==> config.mk <==
export PLATFORM = sky130hd
export DESIGN_NAME = octal_escape_encoder
export DESIGN_NICKNAME = d
export VERILOG_FILES = /design/src/oee_pkg.sv /design/src/oee_front.sv /design/src/oee_fifo.sv /design/src/oee_back.sv /design/src/octal_escape_encoder.sv
export SDC_FILE = /design/constraint.sdc
export NUM_CORES = 1
export LEC_CHECK = 0
export BUFFER_PORTS_ARGS = -buffer_cell sky130_fd_sc_hd__buf_2
export CAP_MARGIN = 20
export CORE_ASPECT_RATIO = 0.75
export CORE_MARGIN = 2
export CORE_UTILIZATION = 55
export DETAILED_ROUTE_END_ITERATION = 7
export PLACE_DENSITY = 0.76
export SKIP_CTS_REPAIR_TIMING = 1
export SKIP_LAST_GASP = 1
export SLEW_MARGIN = 20
export SYNTH_ARGS = -nofsm -noshare
export SYNTH_HDL_FRONTEND = slang
export SYNTH_HIERARCHICAL = 1
export SYNTH_SLANG_ARGS = --single-unit
==> constraint.sdc <==
create_clock -name i_clk -period 5.1 [get_ports i_clk]
set_clock_uncertainty 0.15 [all_clocks]
set_input_delay 0.765 -clock i_clk [delete_from_list [all_inputs] [get_ports i_clk]]
set_output_delay 0.765 -clock i_clk [all_outputs]
set_load 0.005 [all_outputs]
==> src/oee_pkg.sv <==
`timescale 1ns / 1ps
// Shared types, constants and the byte classifier for the octal escape encoder.
// Depends on nothing; every other file of the block imports it.
package oee_pkg;

    localparam int FIFO_DEPTH = 4;
    localparam int FIFO_AW    = $clog2(FIFO_DEPTH);
    localparam int FIFO_CW    = $clog2(FIFO_DEPTH + 1);

    localparam logic [15:0] BUDGET_RESET = 16'd255;

    localparam logic [7:0] CH_NUL    = 8'h00;
    localparam logic [7:0] CH_BSLASH = 8'h5C;
    localparam logic [7:0] CH_ZERO   = 8'h30;

    // Byte class; as a command kind, CLS_END means no characters to write.
    typedef enum logic [1:0] {
        CLS_END,
        CLS_PASS,
        CLS_ESC,
        CLS_OCT
    } t_cls;

    typedef struct packed {
        t_cls        kind;
        logic [7:0]  data;    // source byte, or the escape letter for CLS_ESC
    } t_class;

    // One queued command: the characters of one source byte plus the terminator flag.
    typedef struct packed {
        t_cls        kind;
        logic [7:0]  data;
        logic        finish;
        logic [15:0] base;    // count before the first character of this command
    } t_cmd;

    function automatic t_class classify(input logic [7:0] c);
        t_class r;
        r.data = c;
        r.kind = CLS_PASS;
        case (c)
            8'd0:   r.kind = CLS_END;
            8'd7:   begin r.kind = CLS_ESC; r.data = 8'h61; end  // a
            8'd8:   begin r.kind = CLS_ESC; r.data = 8'h62; end  // b
            8'd9:   begin r.kind = CLS_ESC; r.data = 8'h74; end  // t
            8'd10:  begin r.kind = CLS_ESC; r.data = 8'h6E; end  // n
            8'd11:  begin r.kind = CLS_ESC; r.data = 8'h76; end  // v
            8'd12:  begin r.kind = CLS_ESC; r.data = 8'h66; end  // f
            8'd13:  begin r.kind = CLS_ESC; r.data = 8'h72; end  // r
            8'd27:  begin r.kind = CLS_ESC; r.data = 8'h65; end  // e
            8'd32:  begin r.kind = CLS_ESC; r.data = 8'h20; end  // space
            8'd92:  begin r.kind = CLS_ESC; r.data = CH_BSLASH; end
            8'd127: r.kind = CLS_OCT;
            default: begin
                if (c < 8'd32) begin
                    r.kind = CLS_OCT;
                end else if (c >= 8'd128 && c < 8'd160) begin
                    r.kind = CLS_OCT;
                end
            end
        endcase
        return r;
    endfunction

    // Number of characters a command writes before its optional terminator.
    function automatic logic [2:0] cmd_len(input t_cls k);
        logic [2:0] n;
        case (k)
            CLS_PASS: n = 3'd1;
            CLS_ESC:  n = 3'd2;
            CLS_OCT:  n = 3'd4;
            default:  n = 3'd0;
        endcase
        return n;
    endfunction

endpackage

==> src/oee_front.sv <==
`timescale 1ns / 1ps
// Front end: accepts source bytes, tracks the written count and string end
// against the budget, queuing one command per byte until it ends. Uses oee_pkg.
module oee_front (
    input  logic          i_clk,
    input  logic          i_rst_n,
    input  logic          i_accept,
    input  logic [7:0]    i_source_byte,
    input  logic          i_start_of_string,
    input  logic [15:0]   i_budget,
    output logic          o_cmd_push,
    output oee_pkg::t_cmd o_cmd
);
    import oee_pkg::*;

    logic [15:0] r_count, n_count;
    logic        r_done,  n_done;

    logic [15:0] cnt0;
    logic        done0;
    logic [16:0] need;
    t_class      cls;
    logic        finish;

    // Decide what this byte produces and where the count ends up.
    always_comb begin
        cnt0   = i_start_of_string ? 16'd0 : r_count;
        done0  = i_start_of_string ? 1'b0 : r_done;
        cls    = classify(i_source_byte);
        need   = {1'b0, cnt0} + {14'd0, cmd_len(cls.kind)};
        finish = 1'b0;
        n_count = cnt0;
        o_cmd.kind = CLS_END;
        o_cmd.data = cls.data;
        o_cmd.base = cnt0;
        if (cnt0 >= i_budget) begin
            finish = 1'b1;
        end else begin
            if (cls.kind == CLS_END || need > {1'b0, i_budget}) begin
                finish = 1'b1;
            end else begin
                o_cmd.kind = cls.kind;
                n_count    = need[15:0];
                if (need[15:0] >= i_budget) begin
                    finish = 1'b1;
                end
            end
        end
        o_cmd.finish = finish;
        n_done       = done0 | finish;
        o_cmd_push   = i_accept & ~done0;
    end

    // Per-string state.
    always_ff @(posedge i_clk) begin
        if (!i_rst_n) begin
            r_count <= 16'd0;
            r_done  <= 1'b1;
        end else if (i_accept) begin
            r_count <= n_count;
            r_done  <= n_done;
        end
    end

endmodule

==> src/oee_fifo.sv <==
`timescale 1ns / 1ps
// Short command queue between front and back end, read from the head.
// Uses oee_pkg for the command type and depth.
module oee_fifo (
    input  logic          i_clk,
    input  logic          i_rst_n,
    input  logic          i_push,
    input  oee_pkg::t_cmd i_data,
    input  logic          i_pop,
    output oee_pkg::t_cmd o_head,
    output logic          o_full,
    output logic          o_empty
);
    import oee_pkg::*;

    t_cmd                 r_mem [FIFO_DEPTH];
    logic [FIFO_AW-1:0]   r_wr, r_rd;
    logic [FIFO_CW-1:0]   r_cnt;

    assign o_full  = (r_cnt == FIFO_CW'(FIFO_DEPTH));
    assign o_empty = (r_cnt == '0);
    assign o_head  = r_mem[r_rd];

    // Storage; a push is only made while not full.
    always_ff @(posedge i_clk) begin
        if (i_push) begin
            r_mem[r_wr] <= i_data;
        end
    end

    // Pointers and fill level.
    always_ff @(posedge i_clk) begin
        if (!i_rst_n) begin
            r_wr  <= '0;
            r_rd  <= '0;
            r_cnt <= '0;
        end else begin
            if (i_push) begin
                r_wr <= (r_wr == FIFO_AW'(FIFO_DEPTH - 1)) ? '0 : r_wr + 1'b1;
            end
            if (i_pop) begin
                r_rd <= (r_rd == FIFO_AW'(FIFO_DEPTH - 1)) ? '0 : r_rd + 1'b1;
            end
            if (i_push && !i_pop) begin
                r_cnt <= r_cnt + 1'b1;
            end else if (!i_push && i_pop) begin
                r_cnt <= r_cnt - 1'b1;
            end
        end
    end

endmodule

==> src/oee_back.sv <==
`timescale 1ns / 1ps
// Back end: expands each queued command into result word characters, one per
// cycle while the registered result word is empty or popped. Uses oee_pkg.
module oee_back (
    input  logic          i_clk,
    input  logic          i_rst_n,
    input  oee_pkg::t_cmd i_cmd,
    input  logic          i_cmd_empty,
    output logic          o_cmd_pop,
    input  logic          i_pop,
    output logic          o_empty,
    output logic [7:0]    o_out_char,
    output logic          o_is_last,
    output logic [15:0]   o_char_count
);
    import oee_pkg::*;

    logic        r_valid;
    logic [2:0]  r_idx, n_idx;
    logic [7:0]  r_char, n_char;
    logic        r_last, n_last;
    logic [15:0] r_count, n_count;

    logic [2:0]  len;
    logic        advance;
    logic        cmd_done;

    // Pick the character at the current position of the head command.
    always_comb begin
        len      = cmd_len(i_cmd.kind);
        advance  = ~i_cmd_empty & (~r_valid | i_pop);
        n_last   = (r_idx == len);
        cmd_done = i_cmd.finish ? n_last : (r_idx == len - 3'd1);
        n_char   = i_cmd.data;
        case (i_cmd.kind)
            CLS_ESC: begin
                if (r_idx == 3'd0) n_char = CH_BSLASH;
            end
            CLS_OCT: begin
                case (r_idx)
                    3'd0:    n_char = CH_BSLASH;
                    3'd1:    n_char = CH_ZERO | {6'd0, i_cmd.data[7:6]};
                    3'd2:    n_char = CH_ZERO | {5'd0, i_cmd.data[5:3]};
                    default: n_char = CH_ZERO | {5'd0, i_cmd.data[2:0]};
                endcase
            end
            default: n_char = i_cmd.data;
        endcase
        if (n_last) begin
            n_char = CH_NUL;
        end
        n_count   = i_cmd.base + {13'd0, r_idx} + {15'd0, ~n_last};
        n_idx     = cmd_done ? 3'd0 : r_idx + 3'd1;
        o_cmd_pop = advance & cmd_done;
    end

    // Position within the head command.
    always_ff @(posedge i_clk) begin
        if (!i_rst_n) begin
            r_idx   <= 3'd0;
            r_valid <= 1'b0;
        end else begin
            if (advance) begin
                r_idx <= n_idx;
            end
            if (advance) begin
                r_valid <= 1'b1;
            end else if (i_pop) begin
                r_valid <= 1'b0;
            end
        end
    end

    // Result word register.
    always_ff @(posedge i_clk) begin
        if (advance) begin
            r_char  <= n_char;
            r_last  <= n_last;
            r_count <= n_count;
        end
    end

    assign o_empty      = ~r_valid;
    assign o_out_char   = r_char;
    assign o_is_last    = r_last;
    assign o_char_count = r_count;

endmodule

==> src/octal_escape_encoder.sv <==
`timescale 1ns / 1ps
// Octal string escaper: takes one source byte per word and writes a sanitized
// copy, one character per result word, ending each string with a NUL word that
// carries the final count. A byte is taken whenever the four-entry command
// queue has room; the result side writes one character per cycle while its
// word is empty or popped; a pass-through byte writes one, a letter escape two,
// an octal escape four, the terminator one more; the result port sets the
// sustained rate. Bytes go through the command queue, then the result word
// register. Top level; uses oee_pkg, oee_front, oee_fifo, oee_back.
module octal_escape_encoder (
    input  logic        i_clk,
    input  logic        i_rst_n,
    input  logic        i_cfg_we,
    input  logic [15:0] i_cfg_wdata,
    input  logic        push,
    output logic        full,
    input  logic [7:0]  i_source_byte,
    input  logic        i_start_of_string,
    output logic        empty,
    input  logic        pop,
    output logic [7:0]  o_out_char,
    output logic        o_is_last,
    output logic [15:0] o_char_count
);
    import oee_pkg::*;

    logic [15:0] r_budget;
    logic        accept;
    logic        cmd_push;
    logic        cmd_pop;
    logic        cmd_empty;
    t_cmd        cmd_in;
    t_cmd        cmd_head;

    // Output budget register.
    always_ff @(posedge i_clk) begin
        if (!i_rst_n) begin
            r_budget <= BUDGET_RESET;
        end else if (i_cfg_we) begin
            r_budget <= i_cfg_wdata;
        end
    end

    assign accept = push & ~full;

    oee_front u_front (
        .i_clk             (i_clk),
        .i_rst_n           (i_rst_n),
        .i_accept          (accept),
        .i_source_byte     (i_source_byte),
        .i_start_of_string (i_start_of_string),
        .i_budget          (r_budget),
        .o_cmd_push        (cmd_push),
        .o_cmd             (cmd_in)
    );

    oee_fifo u_fifo (
        .i_clk   (i_clk),
        .i_rst_n (i_rst_n),
        .i_push  (cmd_push),
        .i_data  (cmd_in),
        .i_pop   (cmd_pop),
        .o_head  (cmd_head),
        .o_full  (full),
        .o_empty (cmd_empty)
    );

    oee_back u_back (
        .i_clk        (i_clk),
        .i_rst_n      (i_rst_n),
        .i_cmd        (cmd_head),
        .i_cmd_empty  (cmd_empty),
        .o_cmd_pop    (cmd_pop),
        .i_pop        (pop),
        .o_empty      (empty),
        .o_out_char   (o_out_char),
        .o_is_last    (o_is_last),
        .o_char_count (o_char_count)
    );

endmodule
Word-level counts from Yosys, hierarchy flattened

Memory sizes are Yosys's and may differ from the RTL's. A register that Yosys moved wholly into a read port is not among the register bits.
Cells that the tools add are included.
Widths: inputs -> output; s select.

Memories: 1
Word-level logic and storage cells: 105
Bits in latches: 0
Bits of input ports: 30
ROM bits: 0
RAM bits: 108
Flip-flop bits (word level): 69
Output and inout port bits: 27

Equal/unequal tests: 24
Shift-type cells: 0
Add/sub/neg operators: 9
Muxes and demuxes: 30
Div/mod/pow operators: 0
Bitwise logic cells: 11
Reduce and logical (&&, ||, !) cells: 13
Multipliers: 0
Order comparisons: 6

Memories:

| name         | words | width | read ports | clocked after memory_dff | wr ports | RTL line       | source |
|---|---|---|---|---|---|---|---|
| u_fifo.r_mem | 4     | 27    | 1          | 1                        | 1        | oee_fifo.sv:16 | `t_cmd r_mem [FIFO_DEPTH];` |

Operators with widths:

| operator           | number |
|---|---|
| $pmux 8 s10        | 1 |
| $eq 8x4->1 const B | 6 |
| $mux 16            | 3 |
| $ge 16x16->1       | 2 |
| $pmux 7 s3         | 1 |
| $pmux 3 s3         | 2 |
| $add 16x3->17      | 1 |
| $gt 17x16->1       | 1 |
| $add 16x1->16      | 1 |
| $add 16x3->16      | 1 |
| $eq 8x7->1 const B | 2 |
| $mux 2             | 8 |
| $pmux 8 s2         | 1 |
| $eq 2x2->1 const B | 6 |
| $reduce_or 10->1   | 1 |
| $mux 1             | 9 |
| $mux 3             | 3 |
| $eq 8x3->1 const B | 1 |
| $eq 8x5->1 const B | 1 |
| $eq 8x6->1 const B | 1 |
| $ge 8x8->1 const B | 1 |
| $logic_not 8->1    | 1 |
| $lt 8x6->1 const B | 1 |
| $lt 8x8->1 const B | 1 |
| 19 further kinds   | 37 |

Depth between registers and ports, before layout

Word-level depth: 13
Depth in mapped cells: 23

Cells and area by module

Netlist, hierarchy kept.

By module, submodules not included:

| module               | sequential area each (um^2) | area each (um^2) | times used | cells an instance |
|---|---|---|---|---|
| oee_fifo             | 3,423.3                     | 4,401.7          | 1          | 185 |
| oee_front            | 340.3                       | 2,777.7          | 1          | 366 |
| oee_back             | 830.8                       | 1,665.3          | 1          | 145 |
| octal_escape_encoder | 320.3                       | 601.8            | 1          | 52 |

Worst setup path before layout

No wires, ideal clock.

Kind: input-to-reg
From: in i_source_byte[3]
To: reg u_front.r_count[13]
Data required time: 4.828 ns
Stages: 23
Setup slack: -0.134 ns
Arrival: 4.962 ns
Setup time: 0.122 ns
Buffers on the path: 3
Cells stage by stage: clkbuf_1 -> nand3b_1 -> nor3_1 -> a2111o_1 -> o21ai_0 -> and3_1 -> inv_1 -> nor2_1 -> ha_1 -> fa_1 -> a21o_1 -> and4_4 -> buf_6 -> nand3_1 -> xnor2_1 -> ha_1 -> nand3_1 -> nor3_1 -> o311a_1 -> o31a_1 -> buf_2 -> nor4_1 -> a311o_1

Longest elaborated chain between the ends: 12

Ends and longest elaborated chain:

| item                                     | RTL line                   | source |
|---|---|---|
| from (decl)                              | octal_escape_encoder.sv:17 | `input logic [7:0] i_source_byte,` |
| $ge 8x8->1 or $lt 8x8->1 (tied branches) | oee_pkg.sv:57              | `end else if (c >= 8'd128 && c < 8'd160) begin` |
| $logic_and 1x1->1                        | oee_pkg.sv:57              |  |
| $mux 2                                   | oee_pkg.sv:57              |  |
| $mux 2                                   | oee_pkg.sv:55              | `if (c < 8'd32) begin` |
| $pmux 2 s3 (*)                           | oee_pkg.sv:41              | `case (c)` |
| $eq 2x2->1 or $eq 2x1->1 (tied branches) | oee_pkg.sv:68              | `case (k)` |
| $pmux 3 s3                               | oee_pkg.sv:68              |  |
| $add 16x3->17                            | oee_front.sv:30            | `need = {1'b0, cnt0} + {14'd0, cmd_len(cls.kind)};` |
| $gt 17x16->1                             | oee_front.sv:39            | `if (cls.kind == CLS_END \|\| need > {1'b0, i_budget}) begin` |
| $logic_or 1x1->1                         | oee_front.sv:39            |  |
| $mux 16 (*)                              | oee_front.sv:39            |  |
| $mux 16 (*)                              | oee_front.sv:36            | `if (cnt0 >= i_budget) begin` |
| to (signal assigned)                     | oee_front.sv:60            | `r_count <= n_count;` |
| to (decl)                                | oee_front.sv:16            | `logic [15:0] r_count, n_count;` |

Every way passes the cells marked *; elsewhere a longest branch is shown, timed or not.
A chain may end at the register's enable or synchronous reset.

Worst setup path after layout

From: in i_source_byte[4]
To: reg u_front.r_count[0]

Same word-level chain as after synthesis.

==> results.md <==
- The number of pins exceeding their max-slew limit in the final report is 0.
- The core area is between 15000 and 20000 um^2.
- Once detail routing completed, the nets flagged for antenna violations numbered 0.
- In the synthesized netlist, mux cells make up a little under a tenth of the area.
- The total negative slack is 0 ns.
- Once placement completed, the tool counted placed cells totaling about 1000.
- Entering global routing, the biggest net connects 55 pins.
- The synthesized netlist devotes between 10% and 20% of its cell area to simple gates.
- The post-route clock period utilization is a little over nine tenths.
- At the end of the flow, the number of nets in the layout was 934.
- The internal power contribution is between 3 and 4 mW.
- The chip height is between 100 and 150 um.
- In the final routed layout, each cell accounts on average for 19.0 um.
- IR analysis of the VDD net gives a maximum drop of around 0.27 mV.
- The fraction of the yosys area taken by sequential cells is 52.0%.
- The last weighted congestion value of the routability-driven placer is ~0.94.
- The required time at the endpoint of the critical path is approximately 5.3 ns.
- The cell count of the worst hold path is 2.
- The number of antenna diodes in the final layout is 0.
- In the routed design, unresolved DRC markers number 0.
- The first global-routing pass estimated between 30 and 40 mm of wire.
- Counting along the longest clock path gives a buffer depth of 2.
- The slew at the pin closest to its max-slew limit is roughly 0.95 ns.
- Synthesis instantiated 87 different standard cells from the library.
- The sequential cell fraction of total power is between 40% and 50%.
- The power share of the clock group is between 20% and 30%.
- The buffer type at the clock tree root is sky130_fd_sc_hd__clkbuf_16.
- Summing the areas of all compound-gate instances in the mapped netlist gives a little under a tenth of the synthesized area.
- Summing every instance area after synthesis gives between 9000 and 10000 um^2.
- The number of antenna violations at the first check in global routing is 0.
- The number of clock buffers inserted by TritonCTS is 17.
- Buffers placed on the I/O ports in this run total 56.
- The switching power total is 1.27 mW.
- The endpoint identified for the worst register-to-register timing path is u_front/r_count[0]$_SDFFE_PN0P_.
- The total length of routed wires is approximately 20 mm.
- In this run, synthesis inferred ~130 flip-flops with an integrated enable.
- Clock latency on the worst-skew pair, taken at its later pin, is approximately 0.42 ns.
- Data arrives at the worst endpoint at 5.17 ns.
- The synthesized design contains 179 register bits.
- The number of global-route vias before repair is between 6000 and 7000.
- The signal on the critical path passes through buf_2, nor3_2, and3b_1, a2111o_1, o21ai_2, and3_4, inv_2, buf_4, ha_1, a21o_1, a21o_1, nand3_1, o21ai_0, ha_1, a21oi_1, a211oi_1, a211o_1, o31a_1, buf_12, or4_1, o311ai_1.
- The run finished with clean final reports.
- The final standard cell count with taps included and fillers excluded is roughly 1100.
- The worst setup path is launched from an input port.
- The starting density of the core is 56.1%.
- For this design the ratio of total power to cell area is 395 nW/um^2.
- The number of sinks on the clock net is roughly 180.
- The area added between synthesis and finish is 15.3%.
- Among all stages on the critical path, the largest delay is contributed by sky130_fd_sc_hd__or4_1.
- For this design the static power due to leakage is approximately 4.4 nW.
- Subtracting the final worst setup slack from the clock period gives roughly 5.0 ns.
- The adder-cell share of the synthesized area is between 7 and 8%.
- The floorplan has 41 rows.
- The number of DRC violations after detailed-routing iteration 0 is 644.
- The delay of the slowest cell on the worst path is around 0.54 ns.
- The path category of the worst min-delay check is reg -> reg.
- The total of fill cells in the finished design is between 1000 and 1500.
- The number of iterations in the first detailed-routing pass is 5.
- The width of the die is approximately 160 um.
- The most used flip-flop cell after synthesis is sky130_fd_sc_hd__edfxtp_1.
- Headroom to the max-slew limit came out at ~37%.
- The clock tree synthesis step divided the H-tree into 4 levels.
- The count of endpoints failing hold in the final timing report is 0.
- The vias after detailed routing is 6515.
- The max-capacitance violation count is 0.
- The HPWL after detailed placement is approximately 15 mm.
- Across all register-to-register paths, the minimum setup slack is slightly below 0.9 ns.
- After detailed routing, the number of vias per cell comes to just over 6.
- Counting every net in the synthesized netlist gives 833.
- The maximum clock rate is 0.200 GHz.
- The beginning of the worst register-to-register path is u_front/r_count[3]$_SDFFE_PN0P_.
- The clock slew at the register clock pins of the worst setup and hold paths is 0.07 ns.
- In this run switching power makes up just under 30% of total power.
- The final hold slack is ~0.32 ns.
- The post-route netlist has between 20% and 30% of its cells at a drive strength greater than 1.
- Synthesis produced between 700 and 800 cells.
- In this run the count of I/O pins placed on the die edge is 57.
- The total die area is between 15000 and 20000 um^2.
- The hold path startpoint is r_budget[4]$_SDFFE_PN1P_.
- The end point of the worst hold path is r_budget[4]$_SDFFE_PN1P_.
- Measured in cells, the most critical reg-to-reg path has a length of 12.
- After synthesis, the mean cell area works out to about 13 um^2.
- After Yosys synthesis, XOR and XNOR cells account for 3.15% of the synthesized area.
- Global routing used 23.4% of the available tracks across all layers.
- Setup violations remaining at the end of the flow were counted as 0.
- The part of the power in combinational logic is between 20% and 30%.
- TritonCTS built the clock tree.
- STA classifies the critical path endpoint as a flip-flop.
- During synthesis, Yosys emitted a total of 6 warnings.
- Of all nets on the critical path, the largest fanout is 16.
- The critical path is of the in -> reg type.
- The leftover overflow at the end of global routing is 0.
- The async set-or-reset flop fraction in the synthesized netlist is 0%.
- The main combinational cell family by area after synthesis is simple AND/OR/NAND/NOR gates.
## cell families after synthesis
family | after synthesis
AO/OA/AOI/OAI | 120
AND/OR/NAND/NOR | 228
XOR/XNOR | 34
flip-flops | 179
multiplexers | 50
adder cells (fa/ha/maj) | 55
buffers and inverters | 82
## through the flow
stage	instance area [um^2]	utilization (%)	power (mW)	worst slack, ns
after floorplan	9500	-	2.73	0.00310
after global placement	10200	60.9	2.99	-0.153
after detailed placement	10200	60.9	3.04	-0.342
after CTS	10800	64.4	4.33	0.0963
after global routing	10900	64.7	4.52	-0.00185
final	10900	64.7	4.30	0.101
## metal layers
metal | global-route usage (%) | up-vias | routed length (um)
met5 | 0 | - | 0
met3 | 4.27 | 18 | 1310
met1 | 34.5 | 3177 | 9660
met2 | 35.8 | 263 | 9320
met4 | 6.36 | 0 | 186
li1 | - | 3057 | -
## cells in the mapped netlist, types with 5 or more instances
cell type / number / area, um^2
sky130_fd_sc_hd__edfxtp_1: 133 / 3990
sky130_fd_sc_hd__ha_1: 51 / 638
sky130_fd_sc_hd__nand2_1: 47 / 176
sky130_fd_sc_hd__dfxtp_1: 46 / 921
sky130_fd_sc_hd__inv_1: 41 / 154
sky130_fd_sc_hd__nor2b_1: 32 / 200
sky130_fd_sc_hd__nand3_1: 27 / 135
sky130_fd_sc_hd__a21oi_1: 22 / 110
sky130_fd_sc_hd__mux2i_1: 21 / 210
sky130_fd_sc_hd__nor2_1: 21 / 78.8
sky130_fd_sc_hd__mux4_2: 20 / 450
sky130_fd_sc_hd__xnor2_1: 18 / 158
sky130_fd_sc_hd__clkbuf_1: 16 / 60.1
sky130_fd_sc_hd__o21ai_0: 16 / 80.1
sky130_fd_sc_hd__xor2_1: 16 / 140
sky130_fd_sc_hd__and2_1: 12 / 75.1
sky130_fd_sc_hd__buf_2: 12 / 60.1
sky130_fd_sc_hd__nand4_1: 12 / 75.1
sky130_fd_sc_hd__nor4_1: 12 / 75.1
sky130_fd_sc_hd__nor3_1: 10 / 50.1
sky130_fd_sc_hd__a21o_1: 9 / 67.6
sky130_fd_sc_hd__and3_1: 8 / 50.1
sky130_fd_sc_hd__a311o_1: 7 / 70.1
sky130_fd_sc_hd__mux4_1: 7 / 184
sky130_fd_sc_hd__o21a_1: 6 / 45.0
sky130_fd_sc_hd__a31oi_1: 5 / 31.3
sky130_fd_sc_hd__buf_6: 5 / 56.3
sky130_fd_sc_hd__nand2b_1: 5 / 31.3
## registers in the layout (all words and copies together) (netlist names), named ones only
register             cells
u_fifo/r_rd              2
u_back/r_idx             3
r_budget                16
u_fifo/r_cnt             3
u_fifo/r_mem           108
u_front/r_count         16
u_back/o_is_last         1
u_back/o_char_count     16
u_front/r_done           1
u_back/r_valid           1
u_fifo/r_wr              2
u_back/o_out_char        8
## power groups by stage
stage	Combinational, mW	Sequential [mW]	Clock, mW
4_1_cts	1.09	1.92	1.31
2_1_floorplan	0.788	1.95	0
6_report	1.09	1.92	1.29
3_5_place_dp	1.09	1.95	0
5_1_grt	1.21	1.94	1.37
3_3_place_gp	1.05	1.95	0
## worst max-delay path: cells and delay by family
kind	cells	cell delay (ns)
fa+ha+maj	2	0.61
compound gates	10	2.17
buf+inv	4	0.46
simple gates	5	1.16
## how the worst max path moves through the flow
stage,from,endpoint,depth (start not counted)
4_1_cts,i_source_byte[6],u_front/r_count[0]$_SDFFE_PN0P_,21
3_3_place_gp,i_source_byte[6],u_front/r_count[12]$_SDFFE_PN0P_,21
5_1_grt,i_source_byte[7],u_front/r_count[6]$_SDFFE_PN0P_,21
3_5_place_dp,i_source_byte[6],u_front/r_count[0]$_SDFFE_PN0P_,22
6_report,i_source_byte[4],u_front/r_count[0]$_SDFFE_PN0P_,21
2_1_floorplan,i_source_byte[4],u_front/r_count[12]$_SDFFE_PN0P_,22
## area by class of cell
class                           count  area [um^2]  share of cell area (%)
Sequential cell                   179         4910                    45.1
Multi-Input combinational cell    487         4160                    38.2
Inverter                           42          158                    1.45
Tap cell                          215          269                    2.47
Clock buffer                       19          453                    4.16
Timing Repair Buffer              122          788                    7.24
Clock inverter                     13          143                    1.31
## placed cells by master (no fill, tap or decap), types with 4 or more instances in the layout
cell type / n
sky130_fd_sc_hd__nor4_1: 12
sky130_fd_sc_hd__nor3b_1: 4
sky130_fd_sc_hd__o21a_1: 6
sky130_fd_sc_hd__inv_1: 40
sky130_fd_sc_hd__nor3_1: 8
sky130_fd_sc_hd__o21ai_0: 14
sky130_fd_sc_hd__a21o_1: 9
sky130_fd_sc_hd__a31oi_1: 5
sky130_fd_sc_hd__xnor2_1: 18
sky130_fd_sc_hd__inv_6: 4
sky130_fd_sc_hd__xor2_1: 16
sky130_fd_sc_hd__clkbuf_16: 17
sky130_fd_sc_hd__nor2b_1: 32
sky130_fd_sc_hd__nand2_1: 47
sky130_fd_sc_hd__dfxtp_1: 46
sky130_fd_sc_hd__mux2i_1: 21
sky130_fd_sc_hd__mux4_2: 20
sky130_fd_sc_hd__mux4_1: 7
sky130_fd_sc_hd__a21boi_0: 4
sky130_fd_sc_hd__nor2_1: 21
sky130_fd_sc_hd__buf_2: 56
sky130_fd_sc_hd__and2_1: 12
sky130_fd_sc_hd__a21oi_1: 20
sky130_fd_sc_hd__or3_1: 4
sky130_fd_sc_hd__buf_4: 65
sky130_fd_sc_hd__edfxtp_1: 133
sky130_fd_sc_hd__or4_1: 4
sky130_fd_sc_hd__nand3_1: 26
sky130_fd_sc_hd__and3b_1: 4
sky130_fd_sc_hd__ha_1: 50
sky130_fd_sc_hd__a311o_1: 7
sky130_fd_sc_hd__and3_1: 7
sky130_fd_sc_hd__nand2b_1: 5
sky130_fd_sc_hd__nand4_1: 12
Power figures use the tool's default switching activity.
